$ cat src/hdl/afsf_pkg.sv
`default_nettype none

package afsf_pkg;

	localparam int TRY_LIMIT_DEF = 1200;
	localparam int TRY_W         = 11;
	localparam int POS_W         = 32;
	localparam int ADDR_W        = 4;
	localparam int APB_W         = 32;

	localparam logic [7:0] BYTE_SYNC  = 8'hFF;
	localparam logic [7:0] BYTE_M4A   = 8'h21;
	localparam logic [7:0] BYTE_M4B   = 8'h0A;
	localparam logic [POS_W-1:0] MASK_MONO   = 32'hFFFF_FFFE;
	localparam logic [POS_W-1:0] MASK_STEREO = 32'hFFFF_FFFC;

	localparam logic STAT_FOUND = 1'b0;
	localparam logic STAT_FAIL  = 1'b1;

	typedef enum logic [1:0] {
		CMD_START = 2'd0,
		CMD_DATA  = 2'd1,
		CMD_EOS   = 2'd2
	} cmd_t;

	typedef enum logic [2:0] {
		MODE_PCM  = 3'd0,
		MODE_WMA  = 3'd1,
		MODE_MP4  = 3'd2,
		MODE_MP3  = 3'd3,
		MODE_MP2  = 3'd4,
		MODE_PASS = 3'd5
	} mode_t;

	typedef enum logic [1:0] {
		REG_MODE  = 2'd0,
		REG_CHANS = 2'd1,
		REG_ALIGN = 2'd2,
		REG_PATT  = 2'd3
	} reg_idx_t;

	typedef enum logic [2:0] {
		PH_IDLE,
		PH_SCAN,
		PH_HDR,
		PH_CHKA,
		PH_CHKB,
		PH_M4WAIT,
		PH_M4PAIR,
		PH_DIV
	} phase_t;

	typedef enum logic [2:0] {
		POS_PCM,
		POS_PASS,
		POS_DIV,
		POS_HDR,
		POS_CHK,
		POS_CUR
	} pos_sel_t;

	typedef struct packed {
		logic     start;
		logic     div_start;
		logic     inc1;
		logic     inc2;
		logic     save_hdr;
		logic     save_chk;
		logic     try_inc;
		logic     emit;
		logic     emit_fail;
		pos_sel_t pos_sel;
	} ctl_cmd_t;

	typedef struct packed {
		logic       b_sync;
		logic       b_hdr;
		logic       b_m4a;
		logic       b_m4b;
		logic       chk_on;
		logic       chk_match;
		logic       try_hit;
		logic       div_done;
		logic       out_hold;
		logic [2:0] mode;
		logic       ba_zero;
	} dp_sts_t;

	function automatic logic is_header(input logic [7:0] b);
		return b == 8'hFA || b == 8'hFB || b == 8'hFC || b == 8'hFD ||
			b == 8'hF3 || b == 8'hF5;
	endfunction

endpackage

`default_nettype wire

$ cat src/hdl/afsf_regs.sv
`default_nettype none

module afsf_regs (
	input  wire logic                       clk,
	input  wire logic                       arst_n,
	input  wire logic                       psel,
	input  wire logic                       penable,
	input  wire logic                       pwrite,
	input  wire logic [afsf_pkg::ADDR_W-1:0] paddr,
	input  wire logic [afsf_pkg::APB_W-1:0]  pwdata,
	output logic      [afsf_pkg::APB_W-1:0]  prdata,
	output logic                            pready,
	output logic      [2:0]                 encoding_mode,
	output logic      [7:0]                 channel_count,
	output logic      [15:0]                block_align,
	output logic      [23:0]                sync_pattern
);
	import afsf_pkg::*;

	logic            wr_en;
	reg_idx_t        idx;
	logic [2:0]      mode_q;
	logic [7:0]      chans_q;
	logic [15:0]     align_q;
	logic [23:0]     patt_q;

	assign wr_en  = psel & penable & pwrite;
	assign idx    = reg_idx_t'(paddr[3:2]);
	assign pready = 1'b1;

	always_ff @(posedge clk or negedge arst_n) begin
		if (!arst_n) begin
			mode_q  <= 3'(MODE_PASS);
			chans_q <= 8'd2;
			align_q <= 16'd0;
			patt_q  <= 24'd0;
		end else if (wr_en) begin
			case (idx)
				REG_MODE:  mode_q  <= pwdata[2:0];
				REG_CHANS: chans_q <= pwdata[7:0];
				REG_ALIGN: align_q <= pwdata[15:0];
				REG_PATT:  patt_q  <= pwdata[23:0];
				default: ;
			endcase
		end
	end

	always_comb begin
		case (idx)
			REG_MODE:  prdata = {29'd0, mode_q};
			REG_CHANS: prdata = {24'd0, chans_q};
			REG_ALIGN: prdata = {16'd0, align_q};
			REG_PATT:  prdata = {8'd0, patt_q};
			default:   prdata = '0;
		endcase
	end

	assign encoding_mode = mode_q;
	assign channel_count = chans_q;
	assign block_align   = align_q;
	assign sync_pattern  = patt_q;

endmodule

`default_nettype wire

$ cat src/hdl/afsf_dp.sv
`default_nettype none

module afsf_dp #(
	parameter int TRY_LIMIT = afsf_pkg::TRY_LIMIT_DEF
) (
	input  wire logic                       clk,
	input  wire logic                       arst_n,
	input  wire logic [31:0]                offset,
	input  wire logic [7:0]                 data_byte,
	input  wire logic [2:0]                 encoding_mode,
	input  wire logic [7:0]                 channel_count,
	input  wire logic [15:0]                block_align,
	input  wire logic [23:0]                sync_pattern,
	input  wire afsf_pkg::ctl_cmd_t          ctl,
	output afsf_pkg::dp_sts_t                sts,
	input  wire logic                       out_stall,
	output logic                            out_valid,
	output logic                            status,
	output logic      [afsf_pkg::POS_W-1:0] position
);
	import afsf_pkg::*;

	logic [POS_W-1:0] cur_q;
	logic [7:0]       hdr_q;
	logic [7:0]       chk_q;
	logic [TRY_W-1:0] try_q;
	logic [TRY_W-1:0] try_nx;
	logic [15:0]      rem_q;
	logic [31:0]      dvd_q;
	logic [5:0]       cnt_q;
	logic [16:0]      rem_sh;
	logic [16:0]      rem_sub;
	logic             rem_ge;
	logic             out_valid_q;
	logic             status_q;
	logic [POS_W-1:0] position_q;
	logic [POS_W-1:0] pos_val;

	assign try_nx  = try_q + 1'b1;
	assign rem_sh  = {rem_q, dvd_q[31]};
	assign rem_ge  = rem_sh >= {1'b0, block_align};
	assign rem_sub = rem_sh - {1'b0, block_align};

	always_ff @(posedge clk or negedge arst_n) begin
		if (!arst_n) begin
			cur_q <= '0;
			hdr_q <= '0;
			chk_q <= '0;
			try_q <= '0;
			cnt_q <= 6'd32;
		end else begin
			if (ctl.start) begin
				cur_q <= offset;
				hdr_q <= '0;
				chk_q <= '0;
				try_q <= '0;
			end else begin
				if (ctl.inc1)
					cur_q <= cur_q + 32'd1;
				else if (ctl.inc2)
					cur_q <= cur_q + 32'd2;
				if (ctl.save_hdr)
					hdr_q <= data_byte;
				if (ctl.save_chk)
					chk_q <= data_byte;
				if (ctl.try_inc)
					try_q <= try_nx;
			end
			if (ctl.div_start)
				cnt_q <= '0;
			else if (!cnt_q[5])
				cnt_q <= cnt_q + 6'd1;
		end
	end

	always_ff @(posedge clk) begin
		if (ctl.div_start) begin
			rem_q <= '0;
			dvd_q <= offset;
		end else if (!cnt_q[5]) begin
			rem_q <= rem_ge ? rem_sub[15:0] : rem_sh[15:0];
			dvd_q <= {dvd_q[30:0], 1'b0};
		end
	end

	always_comb begin
		case (ctl.pos_sel)
			POS_PCM: begin
				if (channel_count == 8'd1)
					pos_val = offset & MASK_MONO;
				else if (channel_count == 8'd2)
					pos_val = offset & MASK_STEREO;
				else
					pos_val = offset;
			end
			POS_PASS: pos_val = offset;
			POS_DIV:  pos_val = cur_q - {16'd0, rem_q};
			POS_HDR:  pos_val = cur_q - 32'd1;
			POS_CHK:  pos_val = cur_q - 32'd3;
			POS_CUR:  pos_val = cur_q;
			default:  pos_val = cur_q;
		endcase
	end

	always_ff @(posedge clk or negedge arst_n) begin
		if (!arst_n)
			out_valid_q <= 1'b0;
		else if (ctl.emit)
			out_valid_q <= 1'b1;
		else if (!out_stall)
			out_valid_q <= 1'b0;
	end

	always_ff @(posedge clk) begin
		if (ctl.emit) begin
			status_q   <= ctl.emit_fail ? STAT_FAIL : STAT_FOUND;
			position_q <= ctl.emit_fail ? '0 : pos_val;
		end
	end

	always_comb begin
		sts.b_sync    = data_byte == BYTE_SYNC;
		sts.b_hdr     = is_header(data_byte);
		sts.b_m4a     = data_byte == BYTE_M4A;
		sts.b_m4b     = data_byte == BYTE_M4B;
		sts.chk_on    = encoding_mode == 3'(MODE_MP2) && sync_pattern[23:16] != 8'd0;
		sts.chk_match = hdr_q == sync_pattern[23:16] && chk_q == sync_pattern[15:8] &&
			data_byte == sync_pattern[7:0];
		sts.try_hit   = try_nx >= TRY_W'(TRY_LIMIT);
		sts.div_done  = cnt_q[5];
		sts.out_hold  = out_valid_q & out_stall;
		sts.mode      = encoding_mode;
		sts.ba_zero   = block_align == 16'd0;
	end

	assign out_valid = out_valid_q;
	assign status    = status_q;
	assign position  = position_q;

`ifndef NO_ASSERTIONS
	a_fail_zero: assert property (@(posedge clk) disable iff (!arst_n)
		ctl.emit && ctl.emit_fail |=> out_valid_q && status_q == STAT_FAIL && position_q == '0)
		else $error("failure beat carries a nonzero position");
	a_div_run: assert property (@(posedge clk) disable iff (!arst_n)
		ctl.div_start |=> !cnt_q[5] && cnt_q == 6'd0)
		else $error("remainder unit did not restart");
	a_rem_bound: assert property (@(posedge clk) disable iff (!arst_n)
		cnt_q[5] && $past(!cnt_q[5]) && block_align != 16'd0 |-> rem_q < block_align)
		else $error("remainder not below divisor");
`endif

endmodule

`default_nettype wire

$ cat src/hdl/afsf_ctrl.sv
`default_nettype none

module afsf_ctrl (
	input  wire logic              clk,
	input  wire logic              arst_n,
	input  wire logic              in_acc,
	input  wire logic [1:0]        cmd,
	input  wire afsf_pkg::dp_sts_t sts,
	output afsf_pkg::ctl_cmd_t     ctl,
	output logic                   in_stall
);
	import afsf_pkg::*;

	phase_t state_q;
	phase_t state_nx;

	always_ff @(posedge clk or negedge arst_n) begin
		if (!arst_n)
			state_q <= PH_IDLE;
		else
			state_q <= state_nx;
	end

	assign in_stall = (state_q == PH_DIV) | sts.out_hold;

	always_comb begin
		state_nx = state_q;
		ctl      = '0;
		ctl.pos_sel = POS_CUR;
		if (state_q == PH_DIV) begin
			if (sts.div_done && !sts.out_hold) begin
				ctl.emit    = 1'b1;
				ctl.pos_sel = POS_DIV;
				state_nx    = PH_IDLE;
			end
		end else if (in_acc) begin
			case (cmd_t'(cmd))
				CMD_START: begin
					ctl.start = 1'b1;
					state_nx  = PH_IDLE;
					case (mode_t'(sts.mode))
						MODE_PCM: begin
							ctl.emit    = 1'b1;
							ctl.pos_sel = POS_PCM;
						end
						MODE_WMA: begin
							if (sts.ba_zero) begin
								ctl.emit    = 1'b1;
								ctl.pos_sel = POS_PASS;
							end else begin
								ctl.div_start = 1'b1;
								state_nx      = PH_DIV;
							end
						end
						MODE_MP4: state_nx = PH_M4WAIT;
						MODE_MP3,
						MODE_MP2: state_nx = PH_SCAN;
						default: begin
							ctl.emit    = 1'b1;
							ctl.pos_sel = POS_PASS;
						end
					endcase
				end
				CMD_DATA: begin
					case (state_q)
						PH_SCAN: begin
							ctl.inc1 = 1'b1;
							if (sts.b_sync)
								state_nx = PH_HDR;
						end
						PH_HDR: begin
							ctl.inc1 = 1'b1;
							if (sts.b_sync)
								state_nx = PH_HDR;
							else if (!sts.b_hdr)
								state_nx = PH_SCAN;
							else if (sts.chk_on) begin
								ctl.save_hdr = 1'b1;
								state_nx     = PH_CHKA;
							end else begin
								ctl.emit    = 1'b1;
								ctl.pos_sel = POS_HDR;
								state_nx    = PH_IDLE;
							end
						end
						PH_CHKA: begin
							ctl.inc1 = 1'b1;
							if (sts.b_sync)
								state_nx = PH_HDR;
							else begin
								ctl.save_chk = 1'b1;
								state_nx     = PH_CHKB;
							end
						end
						PH_CHKB: begin
							ctl.inc1 = 1'b1;
							if (sts.b_sync)
								state_nx = PH_HDR;
							else if (sts.chk_match) begin
								ctl.emit    = 1'b1;
								ctl.pos_sel = POS_CHK;
								state_nx    = PH_IDLE;
							end else
								state_nx = PH_SCAN;
						end
						PH_M4WAIT: begin
							if (sts.b_m4a)
								state_nx = PH_M4PAIR;
							else begin
								ctl.inc1    = 1'b1;
								ctl.try_inc = 1'b1;
								if (sts.try_hit) begin
									ctl.emit      = 1'b1;
									ctl.emit_fail = 1'b1;
									state_nx      = PH_IDLE;
								end
							end
						end
						PH_M4PAIR: begin
							if (sts.b_m4b) begin
								ctl.emit    = 1'b1;
								ctl.pos_sel = POS_CUR;
								state_nx    = PH_IDLE;
							end else begin
								ctl.inc2    = 1'b1;
								ctl.try_inc = 1'b1;
								if (sts.try_hit) begin
									ctl.emit      = 1'b1;
									ctl.emit_fail = 1'b1;
									state_nx      = PH_IDLE;
								end else
									state_nx = PH_M4WAIT;
							end
						end
						default: ;
					endcase
				end
				CMD_EOS: begin
					if (state_q != PH_IDLE) begin
						ctl.emit      = 1'b1;
						ctl.emit_fail = 1'b1;
						state_nx      = PH_IDLE;
					end
				end
				default: ;
			endcase
		end
	end

`ifndef NO_ASSERTIONS
	a_emit_idle: assert property (@(posedge clk) disable iff (!arst_n)
		ctl.emit |=> state_q == PH_IDLE)
		else $error("result beat left a scan running");
	a_div_enter: assert property (@(posedge clk) disable iff (!arst_n)
		ctl.div_start |=> state_q == PH_DIV)
		else $error("remainder run started outside its phase");
	a_div_hold: assert property (@(posedge clk) disable iff (!arst_n)
		state_q == PH_DIV && !sts.div_done |=> state_q == PH_DIV)
		else $error("left remainder phase before completion");
	a_emit_free: assert property (@(posedge clk) disable iff (!arst_n)
		ctl.emit |-> !sts.out_hold)
		else $error("result beat overwrites a held beat");
`endif

endmodule

`default_nettype wire

$ cat src/hdl/audio_frame_sync_finder.sv
`default_nettype none

// Audio frame sync finder. A start beat (cmd 0) carries a byte offset and a
// result beat gives the frame start: PCM mode aligns the offset to the
// channel count, passthrough returns it as is, WMA mode rounds it down to a
// multiple of block_align, MP3/MP2 modes scan the data beats (cmd 1) for a
// frame header and report the position of its 0xFF, MP4 mode hunts for the
// pair 0x21 0x0A within TRY_LIMIT tries, and end of stream (cmd 2) during a
// scan reports failure with position 0. A stream byte per cycle is
// sustained while the input is not stalled. A WMA start with a nonzero
// block_align runs the one-bit-per-cycle remainder unit before its result
// beat is loaded. Input stalls during that run and while a result beat is
// held by the output. Registers sit at byte addresses 0, 4, 8 and 12; the
// user must write them only while no scan is running; it is not enforced.
module audio_frame_sync_finder #(
	parameter int TRY_LIMIT = afsf_pkg::TRY_LIMIT_DEF
) (
	input  wire logic                        clk,
	input  wire logic                        arst_n,
	input  wire logic                        psel,
	input  wire logic                        penable,
	input  wire logic                        pwrite,
	input  wire logic [afsf_pkg::ADDR_W-1:0] paddr,
	input  wire logic [afsf_pkg::APB_W-1:0]  pwdata,
	output logic      [afsf_pkg::APB_W-1:0]  prdata,
	output logic                             pready,
	input  wire logic                        in_valid,
	output logic                             in_stall,
	input  wire logic [1:0]                  cmd,
	input  wire logic [31:0]                 offset,
	input  wire logic [7:0]                  data_byte,
	output logic                             out_valid,
	input  wire logic                        out_stall,
	output logic                             status,
	output logic      [afsf_pkg::POS_W-1:0]  position
);
	import afsf_pkg::*;

	logic        in_acc;
	logic [2:0]  encoding_mode;
	logic [7:0]  channel_count;
	logic [15:0] block_align;
	logic [23:0] sync_pattern;
	ctl_cmd_t    ctl;
	dp_sts_t     sts;

	assign in_acc = in_valid & ~in_stall;

	afsf_regs u_regs (
		.clk           (clk),
		.arst_n        (arst_n),
		.psel          (psel),
		.penable       (penable),
		.pwrite        (pwrite),
		.paddr         (paddr),
		.pwdata        (pwdata),
		.prdata        (prdata),
		.pready        (pready),
		.encoding_mode (encoding_mode),
		.channel_count (channel_count),
		.block_align   (block_align),
		.sync_pattern  (sync_pattern)
	);

	afsf_ctrl u_ctrl (
		.clk      (clk),
		.arst_n   (arst_n),
		.in_acc   (in_acc),
		.cmd      (cmd),
		.sts      (sts),
		.ctl      (ctl),
		.in_stall (in_stall)
	);

	afsf_dp #(
		.TRY_LIMIT (TRY_LIMIT)
	) u_dp (
		.clk           (clk),
		.arst_n        (arst_n),
		.offset        (offset),
		.data_byte     (data_byte),
		.encoding_mode (encoding_mode),
		.channel_count (channel_count),
		.block_align   (block_align),
		.sync_pattern  (sync_pattern),
		.ctl           (ctl),
		.sts           (sts),
		.out_stall     (out_stall),
		.out_valid     (out_valid),
		.status        (status),
		.position      (position)
	);

endmodule

`default_nettype wire

$ cat config.mk
export PLATFORM = sky130hd
export DESIGN_NAME = audio_frame_sync_finder
export DESIGN_NICKNAME = d
export VERILOG_FILES = /design/src/hdl/afsf_pkg.sv /design/src/hdl/afsf_regs.sv /design/src/hdl/afsf_dp.sv /design/src/hdl/afsf_ctrl.sv /design/src/hdl/audio_frame_sync_finder.sv
export SDC_FILE = /design/constraint.sdc
export NUM_CORES = 1
export LEC_CHECK = 0
export BUFFER_PORTS_ARGS = -buffer_cell sky130_fd_sc_hd__buf_2
export CORE_UTILIZATION = 54
export DETAILED_ROUTE_END_ITERATION = 10
export GPL_TIMING_DRIVEN = 0
export PLACE_DENSITY = 0.82
export SETUP_SLACK_MARGIN = 0.05
export SLEW_MARGIN = 20
export SYNTH_ARGS = -nofsm -noshare
export SYNTH_HDL_FRONTEND = slang
export SYNTH_SLANG_ARGS = --single-unit
$ cat constraint.sdc
create_clock -name clk -period 4.6 [get_ports clk]
set_clock_uncertainty 0.2 [all_clocks]
set_input_delay 0.92 -clock clk [delete_from_list [all_inputs] [get_ports clk]]
set_output_delay 0.92 -clock clk [all_outputs]
set_load 0.03 [all_outputs]
# Yosys cells after proc, flatten, opt, wreduce, memory -nomap -nowiden
# Cells that the tools add are included.
# W data, S select, Z words.
[word_totals]
inputBits = 85
rom_bits = 0
latch_bits = 0
out_inout_bits = 68
word_cells = 191
reg_bits = 201
ram_bits = 0
n_memories = 0
[op_classes]
n_bitwise = 6
mul = 0
eq_ne = 41
reduce_logical = 31
shift = 0
n_div = 0
order_cmp = 2
mux = 87
addsub = 8
[op_table]
columns = ["op", "count"]
rows = [
  ["$mux W32", 5],
  ["$pmux W32 S5", 1],
  ["$pmux W32 S4", 1],
  ["$mux W3", 21],
  ["$eq A8 B8 Y1 const B", 7],
  ["$add A32 B1 Y32 const B", 1],
  ["$add A32 B2 Y32 const B", 1],
  ["$mux W8", 4],
  ["$sub A32 B1 Y32 const B", 1],
  ["$sub A32 B16 Y32", 1],
  ["$sub A32 B2 Y32 const B", 1],
  ["$mux W1", 27],
  ["$pmux W3 S3", 3],
  ["$eq A8 B8 Y1", 3],
  ["$mux W11", 2],
  ["$eq A3 B2 Y1 const B", 6],
  ["$eq A3 B3 Y1 const B", 6],
  ["$pmux W3 S6", 1],
  ["$ge A17 B16 Y1", 1],
  ["$logic_not A16 Y1", 1],
  ["$mux W16", 1],
  ["$sub A16 B16 Y16", 1],
  ["$mux W2", 7],
  ["$mux W12", 1],
  ["40 further kinds", 71],
]

# Logic depth before layout (Yosys ltp)
[logic_depth]
word_depth = 15
ltp_mapped = 20

# Hierarchy
# Synthesis repeated with hierarchy kept, for this count alone.
[hier_totals]
cells_unflattened = 1370
area_unflattened_um2 = 13098.8
[modules_own_cells]
columns = ["module", "cells_each", "instances", "area_each_um2", "seq_area_each_um2"]
rows = [
  ["afsf_dp", 1100, 1, 9944.5, 3925.0],
  ["afsf_regs", 167, 1, 2439.8, 1280.0],
  ["afsf_ctrl", 102, 1, 700.7, 75.1],
  ["audio_frame_sync_finder", 1, 1, 13.8, 0.0],
]

# Worst setup path before layout
# No wires, ideal clock.
[synth_timing]
kind = "input to register"
startpoint = "in data_byte[1]"
endpoint = "reg u_dp.position_q[31], in the netlist u_dp.position[31], data pin"
setup_ns = 0.273
t_required_ns = 4.127
t_arrival_ns = 4.703
n_path_buf = 3
setup_slack_ns = -0.576
path_stages = 19
path_cell_list = "buf_2 > xor2_1 > nor4_1 > nand4_1 > or4_1 > a21oi_1 > nand2_1 > and2_1 > clkbuf_1 > clkbuf_1 > nand2_1 > ha_1 > a21o_1 > or3_1 > o21a_1 > a31oi_1 > o21ai_0 > o311ai_0 > a31oi_1"
[synth_between]
elab_chain_cells = 14
elab_cells_between_ends = 35
cone_classes = "14 x eq/ne; 14 x mux; 7 x reduce/logical"
[synth_lines]
columns = ["item", "line", "rtl"]
rows = [
  ["start, declared", "audio_frame_sync_finder.sv:31", "input wire logic [7:0] data_byte,"],
  ["$eq A8 B8 Y1", "afsf_pkg.sv:90", "return b == 8'hFA || b == 8'hFB || b == 8'hFC || b == 8'hFD ||"],
  ["$logic_or A1 B1 Y1 (4 in a row)", "afsf_pkg.sv:90", ""],
  ["$logic_or A1 B1 Y1", "afsf_pkg.sv:91", "b == 8'hF3 || b == 8'hF5;"],
  ["$mux W3", "afsf_ctrl.sv:75", "else if (!sts.b_hdr)"],
  ["$mux W3", "afsf_ctrl.sv:73", "if (sts.b_sync)"],
  ["$pmux W3 S2", "afsf_ctrl.sv:65", "case (state_q)"],
  ["$pmux W3 S2", "afsf_ctrl.sv:37", "case (cmd_t'(cmd))"],
  ["$mux W12 (*)", "afsf_ctrl.sv:36", "end else if (in_acc) begin"],
  ["$mux W3", "afsf_ctrl.sv:30", "if (state_q == PH_DIV) begin"],
  ["$eq A3 B3 Y1, or another cell as far along", "afsf_dp.sv:87", "case (ctl.pos_sel)"],
  ["$pmux W32 S5", "afsf_dp.sv:87", ""],
  ["end signal, assigned", "afsf_dp.sv:117", "position_q <= ctl.emit_fail ? '0 : pos_val;"],
  ["end, declared", "afsf_dp.sv:36", "logic [POS_W-1:0] position_q;"],
]
# Every way passes the cells marked *; elsewhere a longest branch is shown, timed or not.
# A chain may end at the register's enable or synchronous reset.

# Worst setup path after layout
[layout_timing]
startpoint = "in data_byte[6]"
endpoint = "reg u_dp.position_q[31], in the netlist u_dp.position[31], data pin"
# Same word-level chain as after synthesis.

==> flow_summary.json <==
{
  "dp_hpwl_um": 28300,
  "grt_max_degree": 82,
  "powerDensity_nw_per_um2": 602,
  "setup_violations": 13,
  "critical_path_buf_inv_count": 3,
  "start_util": 0.550,
  "combPwrFrac": 0.498,
  "vias": 12200,
  "cts_max_path_buffers": 3,
  "finalInstanceArea_um2": 15600,
  "clock_latency_ns": 0.53,
  "power_frac_seq": 0.319,
  "critPathTopFamily": "simple AND/OR/NAND/NOR gates",
  "crit_fanout": 6,
  "post-synth-top-count-cell": "nand2_1",
  "postRouteWirelength_um": 39400,
  "syn_inst": 1419,
  "tightest_slew_ns": 1.01,
  "cts_tree": "yes",
  "grt_pass1_vias": 11545,
  "grt_usage": 0.316,
  "syn_area_um2": 12900,
  "setup_tns_ns": -2.09,
  "p_sw_frac": 0.422,
  "core_area_um2": 23500,
  "rsz0062_at_grt": "yes",
  "gp_congestion": 0.951,
  "clkSlewWorstSetupHoldPaths_ns": 0.07,
  "place_ws_ns": -1.02,
  "ys_seq_area_frac": 0.409,
  "clock_sinks": 201,
  "post_drt_via_cell_ratio": 6.24,
  "leakagePower_nw": 6.54,
  "die_h_um": 157,
  "synthTopCellsByArea": "dfrtp_1 22%, edfxtp_1 15%, nand2_1 6.0%",
  "rows": 56,
  "violations": "setup timing",
  "drive_gt1_frac": 0.241,
  "hold_slack_ns": 0.133,
  "ant_nets": 0,
  "cts_max_level": 1,
  "dieArea_um2": 24500,
  "status": "finished with violations",
  "ir_drop_v": 0.000329,
  "synth_top_area_frac": 0.225,
  "critPathRequiredTime_ns": 4.72,
  "critPathSlowestCell": "or4_4",
  "io_pins": 153,
  "path_class": "primary input to flop",
  "synth_common_cells": "206 x nand2_1, 116 x dfrtp_1, 93 x a21oi_1",
  "intPower_mw": 5.43,
  "hold_viol": 0,
  "ys.flop_type": "dfrtp_1",
  "fin_crit_ns": 4.85,
  "cts_root_buffer": "clkbuf_16",
  "fillers": 1881,
  "ys_warn_count": 0,
  "synth_top_area_cell": "dfrtp_1",
  "period_share": 1.05,
  "slew_violations": 0,
  "clkPwrFrac": 0.183,
  "antenna_found_initial": 1,
  "syn_area_per_cell_um2": 9.10,
  "grt_remaining_overflow": 0,
  "place_area_um2": 14200,
  "drc_errors": 0,
  "maxCapViolCount": 0,
  "cp_slowest_stage_delay_ns": 0.59,
  "slew_headroom": 0.322,
  "nNetsFinal": 1755,
  "io_buffers": 130,
  "layout_setup_ws_ns": -0.248,
  "area_growth_pct": 21.0,
  "holdCritPathClass": "primary input to asynchronous set/reset pin",
  "synthArstFlopShare": 0.597,
  "arrival_ns": 4.96,
  "fmax_mhz": 206,
  "grt_pass1_wl_um": 60500,
  "path_cells": "buf_8 > xor2_1 > nor4_2 > nand4_1 > or4_4 > a21oi_4 > nand2_2 > and2_4 > clkbuf_16 > nand2_4 > ha_4 > a21o_1 > or3_4 > o21a_4 > a31oi_4 > o21ai_4 > nor3_4 > buf_4 > nand2_1 > a31oi_1",
  "firstDrtPassIters": 8,
  "die_w_um": 157,
  "numCtsBuffers": 22,
  "start_kind": "primary input",
  "postLayoutCoreUtil": 0.665,
  "crit_path_end_kind": "flop",
  "yosysUniqueCellTypes": 88,
  "synth-seq-cells": 201,
  "first_iter_violations": 1156,
  "synth-edff-count": 65,
  "switchingPower_mw": 3.97,
  "routedWlPerCell_um": 20.2
}
-- layout by cell type (no fill, tap or decap), types with 39 or more instances in the layout --
cell	synthesis	final
buf_2	11	135
mux2_2	60	60
edfxtp_1	65	65
a21oi_1	93	83
nand2_1	206	193
ha_1	48	39
nor2_1	80	78
nand3_1	43	42
buf_4	10	44
clkbuf_1	63	65
xor2_1	43	42
dfrtp_1	116	112
inv_1	52	52
o21ai_0	87	70
-- path summary, 6_finish.rpt --
kind / from / endpoint / slack, ns / depth (start not counted)
min reg2reg: u_dp.try_q[10]$_DFFE_PN0P_ / u_dp.try_q[10]$_DFFE_PN0P_ / 0.31 / 2
max reg2reg: u_regs.sync_pattern[4]$_DFFE_PN0P_ / u_dp.position[31]$_SDFFCE_PP0P_ / -0.25 / 19
min in group clk: u_dp.try_q[10]$_DFFE_PN0P_ / u_dp.try_q[10]$_DFFE_PN0P_ / 0.31 / 2
min: arst_n / u_ctrl.state_q[2]$_DFFE_PN0P_ / 0.13 / 1
max: data_byte[6] / u_dp.position[31]$_SDFFCE_PP0P_ / -0.25 / 20
max in group asynchronous: arst_n / u_regs.encoding_mode[0]$_DFFE_PN1P_ / 3.31 / 2
-- cell type report --
class	count	area (µm²)	area share
antenna	1	2.50	0.000160
buffer	89	437	0.0280
clock buffer	30	643	0.0412
clock inverter	9	51.3	0.00328
inverter	52	195	0.0125
multi-input combinational	1083	7530	0.482
sequential	201	5290	0.338
tap	319	399	0.0256
timing repair buffer	171	1080	0.0690
-- sequential cells by signal (all words and copies together), names as in the netlist --
register / cells
u_dp.try_q: 11
u_regs.block_align: 16
u_dp.chk_q: 8
u_dp.out_valid: 1
u_dp.position: 32
u_dp.status: 1
u_dp.cur_q: 32
u_ctrl.state_q: 3
u_regs.sync_pattern: 24
u_dp.cnt_q: 6
u_regs.encoding_mode: 3
u_regs.channel_count: 8
u_dp.dvd_q: 32
u_dp.hdr_q: 8
u_dp.rem_q: 16
-- metrics by stage --
stage          cells  power (mW)
6_report        1955        9.40
5_1_grt         1954        9.95
4_1_cts         1938        9.00
3_5_place_dp    1878        7.02
3_3_place_gp    1875        6.87
2_1_floorplan   1426        5.91
-- kinds of logic (layout without fill, tap and decap cells) --
family | count (synthesis) | after routing | synth area share
fa+ha+maj | 50 | 50 | 0.0496
flops | 201 | 201 | 0.409
other cells | 2 | 10 | 0.000582
xor+xnor | 62 | 62 | 0.0421
simple gates | 512 | 512 | 0.193
mux | 89 | 89 | 0.0778
compound gates | 361 | 361 | 0.181
buf+inv | 142 | 351 | 0.0464
-- power groups by stage --
stage                     Sequential, mW  Combinational, mW  Clock (mW)
final                               3.00               4.69        1.72
after floorplan                     2.82               3.10           0
after detailed placement            2.97               4.05           0
after global routing                3.04               5.09        1.81
after CTS                           2.95               4.32        1.73
after global placement              2.96               3.91           0
-- metal layers --
layer / wire length [µm] / track usage
met2: 18300 / 0.516
met1: 16000 / 0.412
met4: 1680 / 0.147
met5: 0 / 0
met3: 3410 / 0.0487
-- what timing repair did --
action                                  in CTS  in global routing
pin swaps                                   36                 34
endpoints found under the setup margin      20                 18
gates resized for setup                     46                 59
buffers inserted                            22                 17
hold buffers                                 0                  0
(Power assumes the default switching activity.)
